`config.mk`:
```
export PLATFORM = sky130hd
export DESIGN_NAME = vtpd_cfg
export DESIGN_NICKNAME = d
export VERILOG_FILES = /design/src/rtl/core/vtpd_pkg.sv /design/src/rtl/core/vtpd_cfg.sv
export SDC_FILE = /design/constraint.sdc
export NUM_CORES = 1
export LEC_CHECK = 0
export ABC_AREA = 1
export BUFFER_PORTS_ARGS = -buffer_cell sky130_fd_sc_hd__buf_2
export CAP_MARGIN = 20
export CORE_AREA = 2 2 252 254
export DETAILED_ROUTE_END_ITERATION = 8
export DIE_AREA = 0 0 254 256
export SYNTH_ARGS = -nofsm -noshare
export SYNTH_HDL_FRONTEND = slang
export SYNTH_SLANG_ARGS = --single-unit
```
`constraint.sdc`:
```
create_clock -name clk_i -period 2.83 [get_ports clk_i]
set_input_delay 0.566 -clock clk_i [delete_from_list [all_inputs] [get_ports clk_i]]
set_output_delay 0.566 -clock clk_i [all_outputs]
set_load 0.01 [all_outputs]
```
`src/rtl/core/vtpd_pkg.sv`:
```
// Package for the vertex transform with perspective divide.
// Widths, matrix types and shared helper functions; no dependencies.
package vtpd_pkg;

  localparam int FRAC_BITS = 16;
  localparam int NUM_REGS  = 8;
  localparam int RIDX_W    = 3;
  localparam int CW        = 32;                 // coordinate width
  localparam int PW        = 2 * CW;             // product width
  localparam int SW        = PW + 2 - FRAC_BITS; // row sum width, signed
  localparam int QW        = 32;                 // quotient bits, one per stage
  localparam int FIFO_D    = 4;
  localparam int FIFO_AW   = 2;

  typedef logic [NUM_REGS-1:0][PW-1:0] mat_t;
  typedef logic [3:0][SW-1:0]          acc_t;  // x', y', z', w sums

  // Matrix entry M[row][col]; col 0..3 is x,y,z,w
  function automatic logic signed [CW-1:0] mat_entry(input mat_t m, input int row,
                                                    input int col);
    logic [PW-1:0] r;
    r = m[2 * col + row / 2];
    return (row % 2 == 1) ? $signed(r[PW-1:CW]) : $signed(r[CW-1:0]);
  endfunction

  // Clamp a row sum to the signed 32-bit range
  function automatic logic [CW:0] clamp_sum(input logic signed [SW-1:0] v);
    logic signed [SW-1:0] hi, lo;
    hi = SW'(33'sh0_7FFF_FFFF);
    lo = -SW'(33'sh0_8000_0000);
    if (v > hi) return {1'b1, 32'h7FFF_FFFF};
    if (v < lo) return {1'b1, 32'h8000_0000};
    return {1'b0, v[CW-1:0]};
  endfunction

endpackage

```
`src/rtl/core/vtpd_cfg.sv`:
```
// APB register file holding the 4x4 matrix as eight 64-bit registers.
// Depends on vtpd_pkg.
module vtpd_cfg (
  input  logic             clk_i,
  input  logic             rst_ni,
  input  logic             psel,
  input  logic             penable,
  input  logic             pwrite,
  input  logic [5:0]       paddr,
  input  logic [63:0]      pwdata,
  output logic [63:0]      prdata,
  output logic             pready,
  output vtpd_pkg::mat_t   mat_o
);
  import vtpd_pkg::*;

  mat_t                mat_q;
  logic [RIDX_W-1:0]   idx;

  assign idx    = paddr[5:3];
  assign pready = 1'b1;
  assign prdata = mat_q[idx];
  assign mat_o  = mat_q;

  // register write on the access cycle; reset gives the identity matrix
  always_ff @(posedge clk_i or negedge rst_ni) begin
    if (!rst_ni) begin
      // registers 7 down to 0
      mat_q <= {64'h0001_0000_0000_0000, 64'h0,
                64'h0000_0000_0001_0000, 64'h0,
                64'h0,                   64'h0001_0000_0000_0000,
                64'h0,                   64'h0000_0000_0001_0000};
    end else if (psel && penable && pwrite && pready) begin
      mat_q[idx] <= pwdata;
    end
  end
endmodule

```
==> summary.md <==
| Metric | Value |
|---|---|
| Final core occ | `about half` |
| Skew final | `0 ns` |
| Clock sinks | `roughly 510` |
| DP Worst Slack | `about 0.25 ns` |
| RSZ-0062 raised after global routing | `false` |
| Gr usage total | `30.9%` |
| TritonCTS buffer count | `slightly below 60` |
| Synth Cell Area | `between 20,000 and 30,000 µm²` |
| Setup TNS | `0 ns` |
| Worst Hold Depth | `3` |
| Worst-margin pin slew | `around 0.94 ns` |
| Post-CTS setup buffer count | `0` |
| Hold Path End | `mat_o[16]` |
| I/O Buffers | `around 650` |
| Via Count | `approximately 25,000` |
| Crit path DAT | `1.99 ns` |
| CTS tree | `built` |
| Layout Nets | `~4,100` |
| Max incr delay on CP | `about 0.33 ns` |
| WL/cell | `between 20 and 25 µm` |
| Cell count after synthesis | `3,527` |
| Part of the cycle the worst path needs | `90.3%` |
| Crit path launch type | `input port` |
| Seq/Total Area, Yosys | `a little over 50%` |
| Routability cong. | `~0.9` |
| Vias in the first global route | `roughly 24,000` |
| Most common cell after layout, fill and taps aside | `nand2_1` |
| Fill cell count | `6,411` |
| CP startpoint | `paddr[3]` |
| VDD IR max | `about 0.00052 V` |
| Die span in x | `about 250 µm` |
| Fin. max-slew vios | `0` |
| Status | `complete, no violations` |
| Power per cell area | `roughly 760 nW/µm²` |
| Max cap viols | `0` |
| Setup Crit Path Kind | `in -> out` |
| Syn Nets | `3,602` |
| Die Ht | `between 200 and 300 µm` |
| First-pass GRT wire length | `154 mm` |
| R2R setup slack | `between 2 and 2.5 ns` |
| Yosys reg bits | `about 510` |
| Drt pass-1 iters | `5` |
| Final Hold Fails | `0` |
| Clock transition at path regs | `roughly 0.06 ns` |
| Worst Reg-to-Reg Cells | `2` |
| Largest net degree at the start of global routing | `approximately 150` |
| Hold crit path type | `in -> reg` |
| Relative slew slack | `about 37%` |
| Effective utilization at floorplan | `between 40% and 50%` |
| Required time of the critical path | `2.26 ns` |
| HP Start | `pwdata[16]` |
| Antenna violations before repair | `3` |
| Final wirelength | `approximately 100 mm` |
| Post-Syn Area per Cell | `between 7 and 8 µm²` |
| Netlist cell types | `23` |
| Die Footprint | `roughly 65,000 µm²` |
| Endpoints failing setup | `0` |
| FF-to-FF End | `mat_o[496]` |
| Fin crit period | `between 2 and 3 ns` |
| Worst-path cell chain | `buf_8 -> buf_12 -> buf_4 -> nand2_1 -> nand2_1 -> nand2_1 -> nand2_1 -> nand2_1 -> nand2_1 -> buf_2` |
| Grt ovf | `0` |
| Critical Path Most Common Cell | `nand2_1` |
| Share of layout cells above drive strength 1 | `roughly 20%` |
| DR DRC count | `0` |
| Row cnt | `92` |
| Static leakage | `0.0182 µW` |
| Boundary Pins | `about 650` |
| Clock latency at the later pin of the worst-skew pair | `0.62 ns` |
| DP HPWL | `~67 mm` |
| Worst Path Buf+Inv | `4` |
| CP endpoint kind | `output pin` |
| Max Fclk | `between 300 and 400 MHz` |
| Synth Warn # | `0` |
| Core area | `between 60,000 and 70,000 µm²` |
| Slowest library cell on the worst path | `buf_4` |
| Antenna-violating nets left | `0` |
| Critical path fanouts, max | `53` |
| Critical path's top delay family | `buffers and inverters` |
| Final worst setup slack | `0.275 ns` |
| Worst r2r src | `mat_o[496]` |
| Drt via density | `about 5.1` |
| Root Buffer | `clkbuf_16` |
| Area grow syn2layout | `24.7%` |
| DRC violation total after the first TritonRoute iteration | `between 2,000 and 2,500` |
| Longest Clk Path Bufs | `3` |
| Commonest cells after routing, fill and taps aside | `nand2_1, buf_2, dfrtp_1` |
| Max reg flops | `about 500` |
| H-tree lvl count | `2` |
[report_power, final]
| part | internal (µW) | leakage (µW) | total [µW] | switching (µW) |
|---|---|---|---|---|
| logic | 2210 | 0.0107 | 5990 | 3780 |
| clock network | 4470 | 0.000948 | 7610 | 3140 |
| registers | 8750 | 0.00657 | 10100 | 1340 |
| total | 15400 | 0.0182 | 23700 | 8260 |
[kinds of logic after synthesis]
family	Yosys count	synth area share (%)
compound gates	512	10.2
flops	512	51.1
buf+inv	312	5.52
simple gates	2190	33.1
other cells	1	0.0150
[stage by stage]
stage	cells	hold WS (ns)	total power, µW	cell area [µm²]
finish	4962	0.226	23700	31300
global route	4961	0.210	25000	31300
CTS	4960	0.196	23800	31300
detailed placement	4853	0.482	16200	29300
global placement	4853	0.471	16100	29300
floorplan	3527	0.270	12900	25100
[repair_timing]
action                                 in CTS  in global routing
gates resized for setup                     0                  0
endpoints found under the hold margin      24                  0
hold buffers                                1                  0
[cells in the mapped netlist]
| library cell | count | area share (%) |
|---|---|---|
| nand3_1 | 5 | 0.10 |
| buf_1 | 28 | 0.42 |
| clkbuf_1 | 119 | 1.8 |
| inv_2 | 2 | 0.030 |
| nand2_2 | 1 | 0.025 |
| o21ai_0 | 419 | 8.4 |
| buf_6 | 7 | 0.31 |
| nand4_1 | 4 | 0.10 |
| dfstp_2 | 4 | 0.42 |
| nand3_2 | 2 | 0.080 |
| nor2_8 | 1 | 0.080 |
| o21ai_1 | 29 | 0.58 |
| a21oi_1 | 64 | 1.3 |
| buf_2 | 71 | 1.4 |
| nor2_4 | 3 | 0.13 |
| nor2_2 | 3 | 0.075 |
| nor2_1 | 71 | 1.1 |
| inv_4 | 1 | 0.025 |
| inv_1 | 66 | 0.99 |
| buf_4 | 18 | 0.54 |
| nand2_1 | 2100 | 31 |
| conb_1 | 1 | 0.015 |
| dfrtp_1 | 508 | 51 |
[routing by layer]
layer / up-vias / routed length (µm) / global-route usage [%]
met5: - / 13 / 0
li1: 12000 / - / -
met1: 12200 / 42400 / 41.1
met2: 1018 / 48000 / 50.1
met4: 2 / 3030 / 9.15
met3: 187 / 8670 / 7.38
[tightest hold or removal path, cell delays in order]
cell     delay [ns]
buf_2          0.14
nand2_1        0.07
nand2_1        0.05
[worst max-delay path by stage]
| stage | endpoint | slack (ns) | depth (start not counted) |
|---|---|---|---|
| after floorplan | prdata[54] | 0.71 | 7 |
| after global placement | mat_o[168] | 0.29 | 6 |
| after detailed placement | mat_o[168] | 0.25 | 6 |
| after CTS | prdata[43] | 0.33 | 10 |
| after global routing | prdata[45] | 0.17 | 10 |
| final | prdata[45] | 0.27 | 10 |
[area by class of cell]
class | instances | area (µm²) | area share [%]
Inverter | 69 | 273 | 0.873
Multi-Input combinational cell | 2703 | 10900 | 35.0
Timing Repair Buffer | 724 | 4250 | 13.6
Clock buffer | 92 | 1780 | 5.70
Sequential cell | 512 | 12800 | 41.0
Antenna cell | 2 | 5.00 | 0.0160
Tap cell | 846 | 1060 | 3.39
Clock inverter | 14 | 128 | 0.408
No activity file was read; power rests on OpenSTA's default activity.
