## config.mk

```make
export PLATFORM = sky130hd
export DESIGN_NAME = vtpd_fifo
export DESIGN_NICKNAME = d
export VERILOG_FILES = /design/src/rtl/core/vtpd_pkg.sv /design/src/rtl/core/vtpd_fifo.sv
export SDC_FILE = /design/constraint.sdc
export NUM_CORES = 1
export LEC_CHECK = 0
export ABC_AREA = 1
export CORE_MARGIN = 5
export CORE_UTILIZATION = 57
export DETAILED_ROUTE_END_ITERATION = 10
export DONT_BUFFER_PORTS = 1
export HOLD_SLACK_MARGIN = 0.02
export MAX_ROUTING_LAYER = met4
export PLACE_DENSITY = 0.8
export SYNTH_ARGS = -nofsm -noshare
export SYNTH_HDL_FRONTEND = slang
export SYNTH_SLANG_ARGS = --single-unit
```

## constraint.sdc

```tcl
create_clock -name clk_i -period 5.1 [get_ports clk_i]
set_input_delay 0.255 -clock clk_i [delete_from_list [all_inputs] [get_ports clk_i]]
set_output_delay 0.255 -clock clk_i [all_outputs]
set_load 0.1 [all_outputs]
```

## src/rtl/core/vtpd_pkg.sv

```systemverilog
// Package for the vertex transform with perspective divide.
// Widths, matrix types and shared helper functions; no dependencies.
package vtpd_pkg;

  localparam int FRAC_BITS = 16;
  localparam int NUM_REGS  = 8;
  localparam int RIDX_W    = 3;
  localparam int CW        = 32;                 // coordinate width
  localparam int PW        = 2 * CW;             // product width
  localparam int SW        = PW + 2 - FRAC_BITS; // row sum width, signed
  localparam int QW        = 32;                 // quotient bits, one per stage
  localparam int FIFO_D    = 4;
  localparam int FIFO_AW   = 2;

  typedef logic [NUM_REGS-1:0][PW-1:0] mat_t;
  typedef logic [3:0][SW-1:0]          acc_t;  // x', y', z', w sums

  // Matrix entry M[row][col]; col 0..3 is x,y,z,w
  function automatic logic signed [CW-1:0] mat_entry(input mat_t m, input int row,
                                                    input int col);
    logic [PW-1:0] r;
    r = m[2 * col + row / 2];
    return (row % 2 == 1) ? $signed(r[PW-1:CW]) : $signed(r[CW-1:0]);
  endfunction

  // Clamp a row sum to the signed 32-bit range
  function automatic logic [CW:0] clamp_sum(input logic signed [SW-1:0] v);
    logic signed [SW-1:0] hi, lo;
    hi = SW'(33'sh0_7FFF_FFFF);
    lo = -SW'(33'sh0_8000_0000);
    if (v > hi) return {1'b1, 32'h7FFF_FFFF};
    if (v < lo) return {1'b1, 32'h8000_0000};
    return {1'b0, v[CW-1:0]};
  endfunction

endpackage

```

## src/rtl/core/vtpd_fifo.sv

```systemverilog
// Short queue of row sums between front and back end.
// Depends on vtpd_pkg.
module vtpd_fifo (
  input  logic            clk_i,
  input  logic            rst_ni,
  input  logic            push_i,
  input  vtpd_pkg::acc_t  wdata_i,
  output logic            full_o,
  input  logic            pop_i,
  output logic            empty_o,
  output vtpd_pkg::acc_t  rdata_o
);
  import vtpd_pkg::*;

  acc_t               mem_q [FIFO_D];
  logic [FIFO_AW-1:0] wp_q, rp_q;
  logic [FIFO_AW:0]   cnt_q;

  assign full_o  = (cnt_q == (FIFO_AW+1)'(FIFO_D));
  assign empty_o = (cnt_q == '0);
  assign rdata_o = mem_q[rp_q];

  always_ff @(posedge clk_i or negedge rst_ni) begin
    if (!rst_ni) begin
      wp_q  <= '0;
      rp_q  <= '0;
      cnt_q <= '0;
    end else begin
      if (push_i) wp_q <= wp_q + 1'b1;
      if (pop_i)  rp_q <= rp_q + 1'b1;
      if (push_i && !pop_i)      cnt_q <= cnt_q + 1'b1;
      else if (!push_i && pop_i) cnt_q <= cnt_q - 1'b1;
    end
  end

  always_ff @(posedge clk_i) begin
    if (push_i) mem_q[wp_q] <= wdata_i;
  end
endmodule

```

==> parameters.txt, run 1 <==
Parameter                              Value

Outcome
  Status ... complete, no violations

Worst setup path
  Type of element launching the critical path ... register
  Crit-path cells ... buf_12 -> o211ai_1 -> nand2_1
  Total buffers and inverters traversed by the critical path ... 1
  Worst reg2reg setup slack ... ~2.7 ns
  Largest stage delay on the critical path ... 1.05 ns
  Cell family with most CP delay ... flip-flops
  Sort of element at the end of the critical path ... output pin
  Largest fanout on the critical path ... ~150
  Type of the worst setup path ... register to output pin
  Slowest stage cell, crit path ... sky130_fd_sc_hd__dfrtp_4
  Required time reported for the critical path endpoint ... 4.85 ns
  Data arrival at the endpoint of the critical path ... ~3.4 ns

Placement
  Number of placed cells counting well taps ... a little over 3000
  Number of port buffers ... 0
  GPL Wtd Cong ... around 0.80
  Detailed placement HPWL ... between 30000 and 40000 um

GRT
  Global-route usage over all layers ... 0.237
  Initial antenna violation count ... 13
  Global-route wire length before repair ... ~110000 um
  Maximum number of pins on one net before global-route repair ... roughly 150
  Via count of the first global-routing pass ... between 15000 and 20000
  Total global routing overflow ... 0

Clock network
  Clock transition at path regs ... ~0.060 ns
  CTS Buf Count ... between 70 and 80
  Setup Buffers After CTS ... 0
  Clock tree from TritonCTS ... built
  Root cell of the clock tree ... sky130_fd_sc_hd__clkbuf_16
  Worst-case clock buffer depth ... 3
  Clock latency at the later pin of the worst-skew pair ... approximately 0.60 ns
  Count of clock tree sinks ... about 810
  Number of levels in the clock H-tree ... 3
  Hold-fix buffer count after cts ... between 200 and 250
  Post-cts gate resize count ... 0

Timing
  Total of endpoints with negative setup slack in the final report ... 0
  Tightest slew margin relative to the limit ... 0.279
  Total negative slack for setup checks ... 0 ns
  Min Hold Slack ... about 0.25 ns
  Transition time at the pin with the least slew margin ... approximately 1.1 ns
  Final critical delay including setup and external delays ... approximately 3.7 ns
  Max-slew violations ... 0
  Period utilisation layout ... 0.718
  Max Clock Freq ... around 270 MHz
  Clock skew after layout ... 0.0194 ns
  Setup repair after global routing missed its margin ... no
  Count of endpoints failing hold in the final timing report ... 0

Die
  Standard cell core area ... 56300 um^2
  Total Die Area ... 61500 um^2
  Number of rows in the core area ... between 80 and 90
  Number of ports placed on the die boundary ... roughly 400
  DIE HEIGHT ... about 250 um
  Starting density of the core ... 0.574
  Chip width ... ~250 um

Synth
  Yosys warnings ... 0
  Post-synthesis instance total ... about 2400
  Count of flip-flops with a built-in enable after synthesis ... 800
  Primary flip-flop cell chosen by synthesis mapping ... sky130_fd_sc_hd__edfxtp_1
  Mapped Avg Cell Area ... between 10 and 15 um^2
  Synthesized netlist net count ... around 2600
  Synth area leaders ... sky130_fd_sc_hd__edfxtp_1 (74%), sky130_fd_sc_hd__o211ai_1 (9.3%), sky130_fd_sc_hd__nand2_1 (7.1%)
  Cell taking the most area after synthesis ... sky130_fd_sc_hd__edfxtp_1
  Number of storage elements in the synthesis netlist ... 807
  Library cell with the highest instance count after synthesis ... sky130_fd_sc_hd__edfxtp_1
  Sequential share of the synthesized area ... 0.749
  Post-synth ARST share ... 0.00867
  Yosys cell types ... 16
  Most frequent cells after synthesis ... sky130_fd_sc_hd__edfxtp_1 (800), sky130_fd_sc_hd__nand2_1 (613), sky130_fd_sc_hd__inv_1 (412)
  Area share of the largest cell type after synthesis ... 0.744
  Post-synthesis cell area ... 32300 um^2

Detailed routing
  Final Routed Wirelength ... roughly 73000 um
  Initial DRC count ... roughly 1700
  DRC Markers ... 0
  Via count of the routed design ... just under 20000
  Detailed-routing iteration count for the pre-antenna-repair pass ... 7
  Average wire length per cell after detail routing ... 21.4 um
  Via density ... around 5.7
  Post-detailed-route count of antenna-violating nets ... 0

Layout
  Proportion of layout cells with a drive suffix above 1 ... 0.0582
  # nets final ... 2772
  Final standard cell count with taps included and fillers excluded ... about 3400
  Layout overhead on the synthesized area ... 15.2%

Run
  Total of max-cap violations ... 0

Min path
  Hold/Removal Path Class ... primary input to register
==> worst paths after layout <==
kind                                 end      from  cells after the start
min reg2reg                     cnt_q[2]  cnt_q[2]                      2
min                        mem_q[1][188]    push_i                      2
min in group asynchronous        rp_q[0]    rst_ni                      2
max                         rdata_o[130]   rp_q[0]                      3
max in group asynchronous        rp_q[1]    rst_ni                      2
max reg2reg                 mem_q[0][11]   wp_q[0]                      5
==> layer usage <==
layer	vias up	GRT usage	share of wire
li1	8703	-	-
met4	0	0.0806	0.027
met3	170	0.0643	0.11
met2	1003	0.406	0.51
met1	9374	0.272	0.35
met5	-	-	0
==> flip-flops by register name, summed over array words and instances (netlist names) <==
name   cells
mem_q    800
cnt_q      3
rp_q       2
wp_q       2
==> cells in the final DEF, fill, tap and decap left out <==
cell type,instances
sky130_fd_sc_hd__edfxtp_1,800
sky130_fd_sc_hd__nand2_1,613
sky130_fd_sc_hd__inv_1,407
sky130_fd_sc_hd__o211ai_1,400
sky130_fd_sc_hd__dlygate4sd3_1,204
sky130_fd_sc_hd__clkbuf_16,84
sky130_fd_sc_hd__clkinv_1,20
sky130_fd_sc_hd__buf_4,19
sky130_fd_sc_hd__clkinv_2,16
sky130_fd_sc_hd__diode_2,15
sky130_fd_sc_hd__clkbuf_1,13
sky130_fd_sc_hd__buf_12,9
sky130_fd_sc_hd__ha_1,5
sky130_fd_sc_hd__bufinv_16,5
sky130_fd_sc_hd__dfrtp_1,5
sky130_fd_sc_hd__inv_6,4
sky130_fd_sc_hd__inv_8,4
sky130_fd_sc_hd__clkinvlp_4,4
sky130_fd_sc_hd__xor2_1,3
sky130_fd_sc_hd__nor3_2,2
sky130_fd_sc_hd__clkinv_8,2
sky130_fd_sc_hd__dfrtp_4,2
sky130_fd_sc_hd__xnor2_1,1
sky130_fd_sc_hd__o21ai_1,1
sky130_fd_sc_hd__nand3_1,1
sky130_fd_sc_hd__nand4_1,1
sky130_fd_sc_hd__fa_1,1
sky130_fd_sc_hd__clkinv_16,1
sky130_fd_sc_hd__inv_16,1
==> worst reg2reg max path, stage by stage (launching register included) <==
cell,delay (ns)
sky130_fd_sc_hd__dfrtp_1,0.42
sky130_fd_sc_hd__inv_1,0.11
sky130_fd_sc_hd__ha_1,0.15
sky130_fd_sc_hd__nand2_1,0.12
sky130_fd_sc_hd__inv_8,0.62
sky130_fd_sc_hd__buf_4,0.60
==> through the flow <==
step                      setup slack (ns)  utilization  instance area (um^2)
after CTS                             1.52        0.660                 37200
after floorplan                    0.00912            -                 32300
after detailed placement              2.20        0.579                 32600
after global routing                  1.33        0.661                 37200
final                                 1.44        0.661                 37200
after global placement                2.22        0.579                 32600
==> logic make-up (layout without fill, tap and decap cells) <==
family	after synthesis	after routing	synth area share
compound gates	401	401	0.0931
xor+xnor	4	4	0.00109
fa+ha+maj	6	6	0.00256
buf+inv	546	793	0.0819
flops	807	807	0.749
other cells	0	15	0
simple gates	617	617	0.0719
==> final cells by class <==
type                    count  area, um^2
clock buffers              95        2100
well taps                 756         946
flip-flops and latches    807       24200
clock inverters            52         444
repair buffers            234        2410
fillers                  3556       19100
diodes                     15        37.5
multi-input cells        1028        5460
inverters                 412        1580
Power of run 1 is not shown: default switching activity piles up to over one toggle a cycle in this logic, so the estimate is an artifact.
==> run 2: changes to the inputs <==
Settings changed: CORE_UTILIZATION 57 to 63, PLACE_DENSITY 0.8 to 0.84.
Clock period 5.1 ns to 3.8 ns, I/O delays scaled along.
==> run 2 against run 1 <==
Cell area up 2.3%. Worst setup slack worse by 0.90 ns. Cell count up 1.4%. Routed wire length up 12%. Worst hold slack worse by 0.072 ns. Clock-buffer cell count down 2. Global-route usage up 5.5 points. Clock skew up 0.0079 ns. Die area down 9.2%. Utilization up 8.4 points. Via count up 7.5%. Register-to-register slack worse by 1.3 ns.
==> parameters.txt, run 2 (synthesis gave the netlist of run 1 again) <==
Parameter                              Value

Worst setup path
  Type of the worst setup path ... register to output pin
  Worst reg2reg setup slack ... 1.33 ns (-1.34 ns)
  Largest fanout on the critical path ... 79 (-48%)
  Type of element launching the critical path ... register
  Data arrival at the endpoint of the critical path ... 3.08 ns (-0.33 ns)
  Sort of element at the end of the critical path ... output pin
  Required time reported for the critical path endpoint ... 3.61 ns (-1.24 ns)

Die
  DIE HEIGHT ... 236 um (-4.7%)
  Standard cell core area ... 51100 um^2 (-9.2%)
  Number of rows in the core area ... 83 (-4.6%)
  Total Die Area ... 55900 um^2 (-9.2%)
  Number of ports placed on the die boundary ... 406 (unchanged)
  Chip width ... 236 um (-4.7%)
  Starting density of the core ... 0.632 (+0.0582)

Clock network
  Clock transition at path regs ... 0.07 ns (about the same)
  Clock latency at the later pin of the worst-skew pair ... 0.62 ns (+0.02 ns)
  Setup Buffers After CTS ... 0 (unchanged)
  Number of levels in the clock H-tree ... 3 (unchanged)
  Root cell of the clock tree ... sky130_fd_sc_hd__clkbuf_16
  Clock tree from TritonCTS ... built
  CTS Buf Count ... 78 (-1.3%)
  Count of clock tree sinks ... 807 (unchanged)
  Worst-case clock buffer depth ... 3 (unchanged)

Detailed routing
  DRC Markers ... 0 (unchanged)
  Final Routed Wirelength ... 81300 um (+12%)
  Initial DRC count ... 2059 (+24%)
  Post-detailed-route count of antenna-violating nets ... 0 (unchanged)
  Via density ... 6.01 (+6.0%)
  Via count of the routed design ... 20700 (+7.5%)
  Detailed-routing iteration count for the pre-antenna-repair pass ... 5 (-2)
  Average wire length per cell after detail routing ... 23.6 um (+10%)

GRT
  Peak-usage layer in the global routing report ... met2
  GRT met2 Usage ... 0.497 (+0.0901)
  Global-route track usage on met1 ... 0.342 (+0.0705)
  Initial antenna violation count ... 10 (-3)
  Global-route usage over all layers ... 0.291 (+0.0547)
  Global-route wire length before repair ... 122000 um (+12%)
  Met3 capacity usage during global routing ... 0.0642 (-0.0000824)
  Maximum number of pins on one net before global-route repair ... 201 (+31%)
  Via count of the first global-routing pass ... 20900 (+7.4%)
  Total global routing overflow ... 0 (unchanged)

Run
  Total of max-cap violations ... 0 (unchanged)

Layout
  Layout filler cell count ... 2605 (-27%)
  # nets final ... 2907 (+4.9%)
  Register bank with the most flops ... mem_q
  Combined flip-flop and latch cell area ... 24200 um^2 (unchanged)
  Flip-flop count of the largest register, all copies and words added ... 800 (unchanged)
  Proportion of layout cells with a drive suffix above 1 ... 0.103 (+0.0452)
  Most common library cell in the layout ignoring fill and taps ... sky130_fd_sc_hd__edfxtp_1
  Regs by FF count ... mem_q (800), cnt_q (3)
  Area occupied by multi-input gates ... 5480 um^2 (+0.37%)
  Layout overhead on the synthesized area ... 17.8%
  Leading cell types in the layout, fill and taps excluded ... sky130_fd_sc_hd__edfxtp_1 (800), sky130_fd_sc_hd__nand2_1 (609), sky130_fd_sc_hd__inv_1 (406), sky130_fd_sc_hd__o211ai_1 (400), sky130_fd_sc_hd__dlygate4sd3_1 (204)
  Total non-filler cell area in the finished layout ... 38100 um^2 (+2.3%)

Timing
  Max Clock Freq ... slightly above 300 MHz
  Total of endpoints with negative setup slack in the final report ... 0 (unchanged)
  Tightest slew margin relative to the limit ... 0.219 (-0.0596)
  Period utilisation layout ... 0.860
  Final critical delay including setup and external delays ... 3.27 ns
  Transition time at the pin with the least slew margin ... 1.17 ns (+0.0921 ns)
  Total negative slack for setup checks ... 0 ns (unchanged)
  Max-slew violations ... 0 (unchanged)
  Clock skew after layout ... 0.0273 ns (+0.00792 ns)
  Count of endpoints failing hold in the final timing report ... 0 (unchanged)
  Setup repair after global routing missed its margin ... no

Placement
  GPL Wtd Cong ... 0.836 (+3.8%)
  Number of port buffers ... 0 (unchanged)
  Detailed placement HPWL ... 39500 um (+0.51%)
  Placed instance area ... 33600 um^2 (+3.2%)

Min path
  Hold/Removal Path Class ... primary input to register

Outcome
  Status ... complete, no violations
run 2: area by class of cell:
| type | count | area share |
|---|---|---|
| flip-flops and latches | 807 | 0.636 |
| inverters | 412 | 0.0412 |
| diodes | 11 | 0.000723 |
| multi-input cells | 1028 | 0.144 |
| well taps | 680 | 0.0224 |
| repair buffers | 370 | 0.0933 |
| clock inverters | 46 | 0.00908 |
| clock buffers | 93 | 0.0533 |
run 2: final timing paths:
kind | startpoint | to | cells past startpoint
worst max register to register | wp_q[0] | mem_q[0][20] | 5
worst max-delay path | rp_q[0] | rdata_o[143] | 5
worst min-delay path | push_i | mem_q[3][182] | 2
max in group asynchronous | rst_ni | rp_q[1] | 2
worst min register to register | cnt_q[2] | cnt_q[2] | 2
min in group asynchronous | rst_ni | cnt_q[2] | 2
run 2: per-stage QoR:
stage / hold WS [ns] / utilization / worst slack [ns] / instances
floorplan: -0.106 / - / -0.252 / 2381
global placement: -0.105 / 0.658 / 1.38 / 3093
detailed placement: -0.105 / 0.658 / 1.32 / 3093
CTS: 0.153 / 0.744 / 0.626 / 3436
global route: 0.176 / 0.745 / 0.447 / 3446
finish: 0.174 / 0.745 / 0.532 / 3447
run 2: critical path: stages, from the launching register on:
cell                       delay, ns
sky130_fd_sc_hd__dfrtp_4        0.99
sky130_fd_sc_hd__buf_12         0.34
sky130_fd_sc_hd__buf_12         0.33
sky130_fd_sc_hd__o211ai_1       0.21
sky130_fd_sc_hd__nand2_1        0.19
sky130_fd_sc_hd__buf_4          0.32
run 2: repair_timing:
| item | CTS | global route |
|---|---|---|
| gates resized for setup | 0 | 0 |
| hold endpoints to repair | 814 | 0 |
| hold buffers | 204 | 0 |
| endpoints found under the setup margin | 0 | 0 |
run 2: routing by layer:
layer	wire, um	part of all wire
met3	8260	0.10
met1	27200	0.33
met2	42200	0.52
met5	0	0
met4	3660	0.045
Power of run 2 is left out for the same reason.
